<file path="src/design/top_magnitude_matrix_sparsifier_defines.svh">
// Assertion macros shared by the sparsifier RTL.
// Depends on nothing; the including module supplies clock and reset.
`ifndef TOP_MAGNITUDE_MATRIX_SPARSIFIER_DEFINES_SVH
`define TOP_MAGNITUDE_MATRIX_SPARSIFIER_DEFINES_SVH

// Clocked check, disabled while reset is high.
`define TMMS_CHECK(lbl, prop, msg) \
   lbl: assert property (@(posedge clock) disable iff (reset) prop) else $error(msg);

// Check that a condition implies another one in the following cycle.
`define TMMS_CHECK_NEXT(lbl, cond, nxt, msg) \
   `TMMS_CHECK(lbl, (cond) |=> (nxt), msg)

`endif

</file>
<file path="src/design/tmms_pkg.sv">
// Package for the top-magnitude matrix sparsifier: widths, reset values,
// register indexes, state codes and the sort link type. Depends on nothing.
package tmms_pkg;

   localparam int DEF_MAX_DIM    = 8;
   localparam int DEF_VALUE_BITS = 32;

   localparam int DIM_W      = 4;
   localparam int KEEP_W     = 7;
   localparam int CSR_DATA_W = 7;

   localparam int DIM_RESET  = 8;
   localparam int KEEP_RESET = 64;

   typedef enum logic [0:0] {
      CSR_MATRIX_DIM = 1'b0,
      CSR_KEEP_COUNT = 1'b1
   } csr_index_type;

   typedef enum logic [1:0] {
      ST_LOAD,
      ST_RANK,
      ST_EMIT
   } tmms_state_type;

   // Flags one sort cell hands to the next one down the row.
   typedef struct packed {
      logic valid;   // cell holds a magnitude of the current matrix
      logic gt;      // incoming magnitude ranks above this cell's
   } sort_flag_type;

endpackage

</file>
<file path="src/design/tmms_cell.sv">
// One cell of the sparsifier row: an insertion-sort slot for magnitudes and
// one tap of the entry shift line. Depends on tmms_pkg.
module tmms_cell #(
   parameter int VALUE_BITS = 32
) (
   input  logic                    clock,
   input  logic                    reset,
   input  logic                    restart,
   input  logic                    insert,
   input  logic                    shift_en,
   input  logic [VALUE_BITS-2:0]   new_mag,
   input  tmms_pkg::sort_flag_type up_flag,
   input  logic [VALUE_BITS-2:0]   up_sort_mag,
   output tmms_pkg::sort_flag_type dn_flag,
   output logic [VALUE_BITS-2:0]   dn_sort_mag,
   input  logic [VALUE_BITS-1:0]   up_ent_value,
   input  logic [VALUE_BITS-2:0]   up_ent_mag,
   output logic [VALUE_BITS-1:0]   dn_ent_value,
   output logic [VALUE_BITS-2:0]   dn_ent_mag
);
   import tmms_pkg::*;

   localparam int MAG_W = VALUE_BITS - 1;

   logic             valid_ff, valid_in;
   logic [MAG_W-1:0] sort_mag_ff, sort_mag_in;
   logic [VALUE_BITS-1:0] ent_value_ff, ent_value_in;
   logic [MAG_W-1:0]      ent_mag_ff, ent_mag_in;
   logic             eff_valid;
   logic             gt;

   // A new matrix forgets every held magnitude.
   assign eff_valid = valid_ff & ~restart;
   assign gt        = ~eff_valid | (new_mag > sort_mag_ff);

   assign dn_flag.valid = eff_valid;
   assign dn_flag.gt    = gt;
   assign dn_sort_mag   = sort_mag_ff;
   assign dn_ent_value  = ent_value_ff;
   assign dn_ent_mag    = ent_mag_ff;

   always_comb begin
      valid_in     = valid_ff;
      sort_mag_in  = sort_mag_ff;
      ent_value_in = ent_value_ff;
      ent_mag_in   = ent_mag_ff;
      if (insert) begin
         valid_in = eff_valid | up_flag.valid;
         // below the insert point take the neighbor's value, at it the new one
         if (gt) begin
            sort_mag_in = up_flag.gt ? up_sort_mag : new_mag;
         end
      end
      if (shift_en) begin
         ent_value_in = up_ent_value;
         ent_mag_in   = up_ent_mag;
      end
   end

   always_ff @(posedge clock) begin
      if (reset) begin
         valid_ff <= 1'b0;
      end else begin
         valid_ff <= valid_in;
      end
      sort_mag_ff  <= sort_mag_in;
      ent_value_ff <= ent_value_in;
      ent_mag_ff   <= ent_mag_in;
   end

endmodule

</file>
<file path="config.mk">
export PLATFORM = sky130hd
export DESIGN_NAME = tmms_cell
export DESIGN_NICKNAME = d
export VERILOG_FILES = /design/src/design/top_magnitude_matrix_sparsifier_defines.svh /design/src/design/tmms_pkg.sv /design/src/design/tmms_cell.sv
export SDC_FILE = /design/constraint.sdc
export NUM_CORES = 1
export LEC_CHECK = 0
export BUFFER_PORTS_ARGS = -buffer_cell sky130_fd_sc_hd__buf_2
export CAP_MARGIN = 20
export CORE_UTILIZATION = 35
export DETAILED_ROUTE_END_ITERATION = 10
export GPL_ROUTABILITY_DRIVEN = 0
export PLACE_DENSITY_LB_ADDON = 0.12
export SYNTH_ARGS = -nofsm -noshare
export SYNTH_HDL_FRONTEND = slang
export SYNTH_SLANG_ARGS = --single-unit
</file>
<file path="constraint.sdc">
create_clock -name clock -period 3.98 [get_ports clock]
set_input_delay 0.796 -clock clock [delete_from_list [all_inputs] [get_ports clock]]
set_output_delay 0.796 -clock clock [all_outputs]
set_load 0.02 [all_outputs]
</file>
==> results.sh <==
export IMPL_dpl_hpwl_mm=7.384
export IMPL_fmax_mhz=296.7
export IMPL_drtIter0Drc=115
export IMPL_tritoncts="done"
export IMPL_ys_types=31
export IMPL_die_w_um=109.6
export IMPL_setup_tns_ns=0
export IMPL_synthFlopType="edfxtp_1"
export IMPL_hold_viol=0
export IMPL_synth_warnings=0
export IMPL_finish_utilization_pct=51.02
export IMPL_initial_core_util_pct=36.60
export IMPL_post_cts_resized=0
export IMPL_grt_max_degree=52
export IMPL_status="finished clean"
export IMPL_nets=647
export IMPL_port_buffers=227
export IMPL_rsz0062_at_grt="false"
export IMPL_clk_pin_slew_ns=0.06
export IMPL_wirelength_mm=9.530
export IMPL_vias=2856
export IMPL_antenna_left=0
export IMPL_antenna_found_initial=0
export IMPL_slew_headroom_pct=49.50
export IMPL_postSynth_asyncResetShare_pct=0
export IMPL_grt_pass1_wl_mm=13.83
export IMPL_end_kind="primary output"
export IMPL_slew_violations=0
export IMPL_fin_worst_skew_ns=0.001662
export IMPL_fin_crit_sh_pct=84.69
export IMPL_antennaDiodeCount=0
export IMPL_setup_viol=0
export IMPL_viasPerCell=4.548
export IMPL_cp_arrival_ns=2.57
export IMPL_clock_latency_ns=0.34
export IMPL_p_per_area_mw_per_mm2=431.2
export IMPL_post_drt_wl_per_cell_um=15.18
export IMPL_worst_pin_slew_ns=0.7575
export IMPL_vdd_ir_drop_max_v=0.0002818
export IMPL_synth_area_top_cells="edfxtp_1 70%, ha_1 9.6%, mux2_2 8.3%"
export IMPL_cap_violations=0
export IMPL_syn_cell_area_mm2=0.004055
export IMPL_yosysTopAreaCell="edfxtp_1"
export IMPL_area_growth_pct=39.37
export IMPL_synth_commonest_cells="94 x edfxtp_1, 32 x inv_1, 31 x ha_1, 30 x mux2_2, 11 x a21oi_1"
export IMPL_hold_buffers=0
export IMPL_yosysSeqAreaShare_pct=70.10
export IMPL_grt_usage_pct=15.90
export IMPL_cts_buffers=9
export IMPL_drc=0
export IMPL_globalRoute_totalOverflow=0
export IMPL_synth_edff_count=94
export IMPL_synth_top_area_share_pct=69.61
export IMPL_drive_gt1_share_pct=56.35
export IMPL_clock_sinks=95
export IMPL_core_mm2=0.01108
export IMPL_dieHeight_um=109.6
export IMPL_setup_worst_path_class="in2out"
export IMPL_p_leak_uw=0.002613
export IMPL_synth_seq_cells=95
export IMPL_r2r_slack_ns=1.28
export IMPL_clock_path_buffers=2
export IMPL_cp_required_ns=3.18
export IMPL_die_area_mm2=0.01202
export IMPL_clockRootBuffer="clkbuf_16"
export IMPL_cts_htree_levels=3
export IMPL_cp_max_fo=3
export IMPL_avgSynthCellArea_um2=16.22
export IMPL_grt_pass1_vias=2889
export IMPL_synth_nets=413
export IMPL_dp_cells=613
export IMPL_start_kind="input port"
export IMPL_cts_setup_buffers=0
export IMPL_drt_pass1_iter_count=4
export IMPL_min_path_type="reg2reg"
export IMPL_io_pins=228
export IMPL_rows=38
export IMPL_stdcell_count=628
export IMPL_synthCells=250
export IMPL_synth_most_common_cell="edfxtp_1"
export IMPL_finalCriticalPeriod_ns=3.371
## through the flow
stage | worst slack, ns | instance area (µm²) | total power (µW) | hold WS [ns]
3_3_place_gp | 0.6230 | 5364 | 1613 | 0.4829
4_1_cts | 0.5821 | 5652 | 2465 | 0.5333
2_1_floorplan | 0.8405 | 4055 | 1439 | 0.4661
6_report | 0.6093 | 5652 | 2437 | 0.5270
3_5_place_dp | 0.5924 | 5364 | 1617 | 0.5179
5_1_grt | 0.3797 | 5652 | 2534 | 0.5722
## where the power goes
group / switching (µW) / internal, µW
registers: 22.8 / 1190
clock network: 361 / 485
logic: 225 / 155
total: 608 / 1830
## critical path, stage by stage
cell,delay [ns]
buf_2,0.11
ha_1,0.34
a21oi_2,0.15
nand2_1,0.06
a211o_1,0.27
or4_1,0.45
a22o_1,0.23
buf_2,0.16
## cell type report
| type | instances | area (µm²) |
|---|---|---|
| repair buffers | 229 | 1164 |
| clock inverters | 5 | 58.81 |
| flip-flops and latches | 95 | 2843 |
| well taps | 140 | 175.2 |
| multi-input cells | 117 | 1062 |
| fillers | 995 | 5426 |
| clock buffers | 10 | 229.0 |
| inverters | 32 | 120.1 |
## metal layers
metal,up-vias,global-route usage (%),share of wire (%)
met2,144,26.37,47
met3,10,8.121,12
li1,1419,-,-
met1,1283,16.78,39
met5,-,0,0
met4,0,7.429,1.7
## cells by family after synthesis
| logic type | Yosys count | synth area share [%] |
|---|---|---|
| flip-flops | 95 | 70.10 |
| buffers and inverters | 38 | 3.702 |
| adder cells (fa/ha/maj) | 31 | 9.565 |
| multiplexers | 30 | 8.331 |
| AND/OR/NAND/NOR | 30 | 4.166 |
| AO/OA/AOI/OAI | 26 | 4.135 |
## flip-flops by register name, summed over array words and instances, names as in the netlist
signal and cells:
valid_ff 1, dn_sort_mag 31, dn_ent_value 32, dn_ent_mag 31
## layout by cell type, fill, tap and decap left out, types with 2 or more instances in the layout
master / instances
a211oi_1: 2
edfxtp_1: 94
nor3_1: 2
mux2_2: 30
nand3_1: 5
o21ai_0: 3
buf_2: 227
ha_1: 31
a21oi_1: 11
nor2_1: 2
inv_1: 32
a21o_1: 3
clkbuf_16: 9
nand4_1: 6
nand2_1: 8
## worst paths after layout
check	from	to	cells past startpoint
setup / recovery	new_mag[29]	dn_flag[0]	8
hold / removal	valid_ff	valid_ff	2
setup reg to reg	dn_sort_mag[29]	dn_sort_mag[22]	7
hold reg to reg	valid_ff	valid_ff	2
No activity file was read; power rests on OpenSTA's default activity.
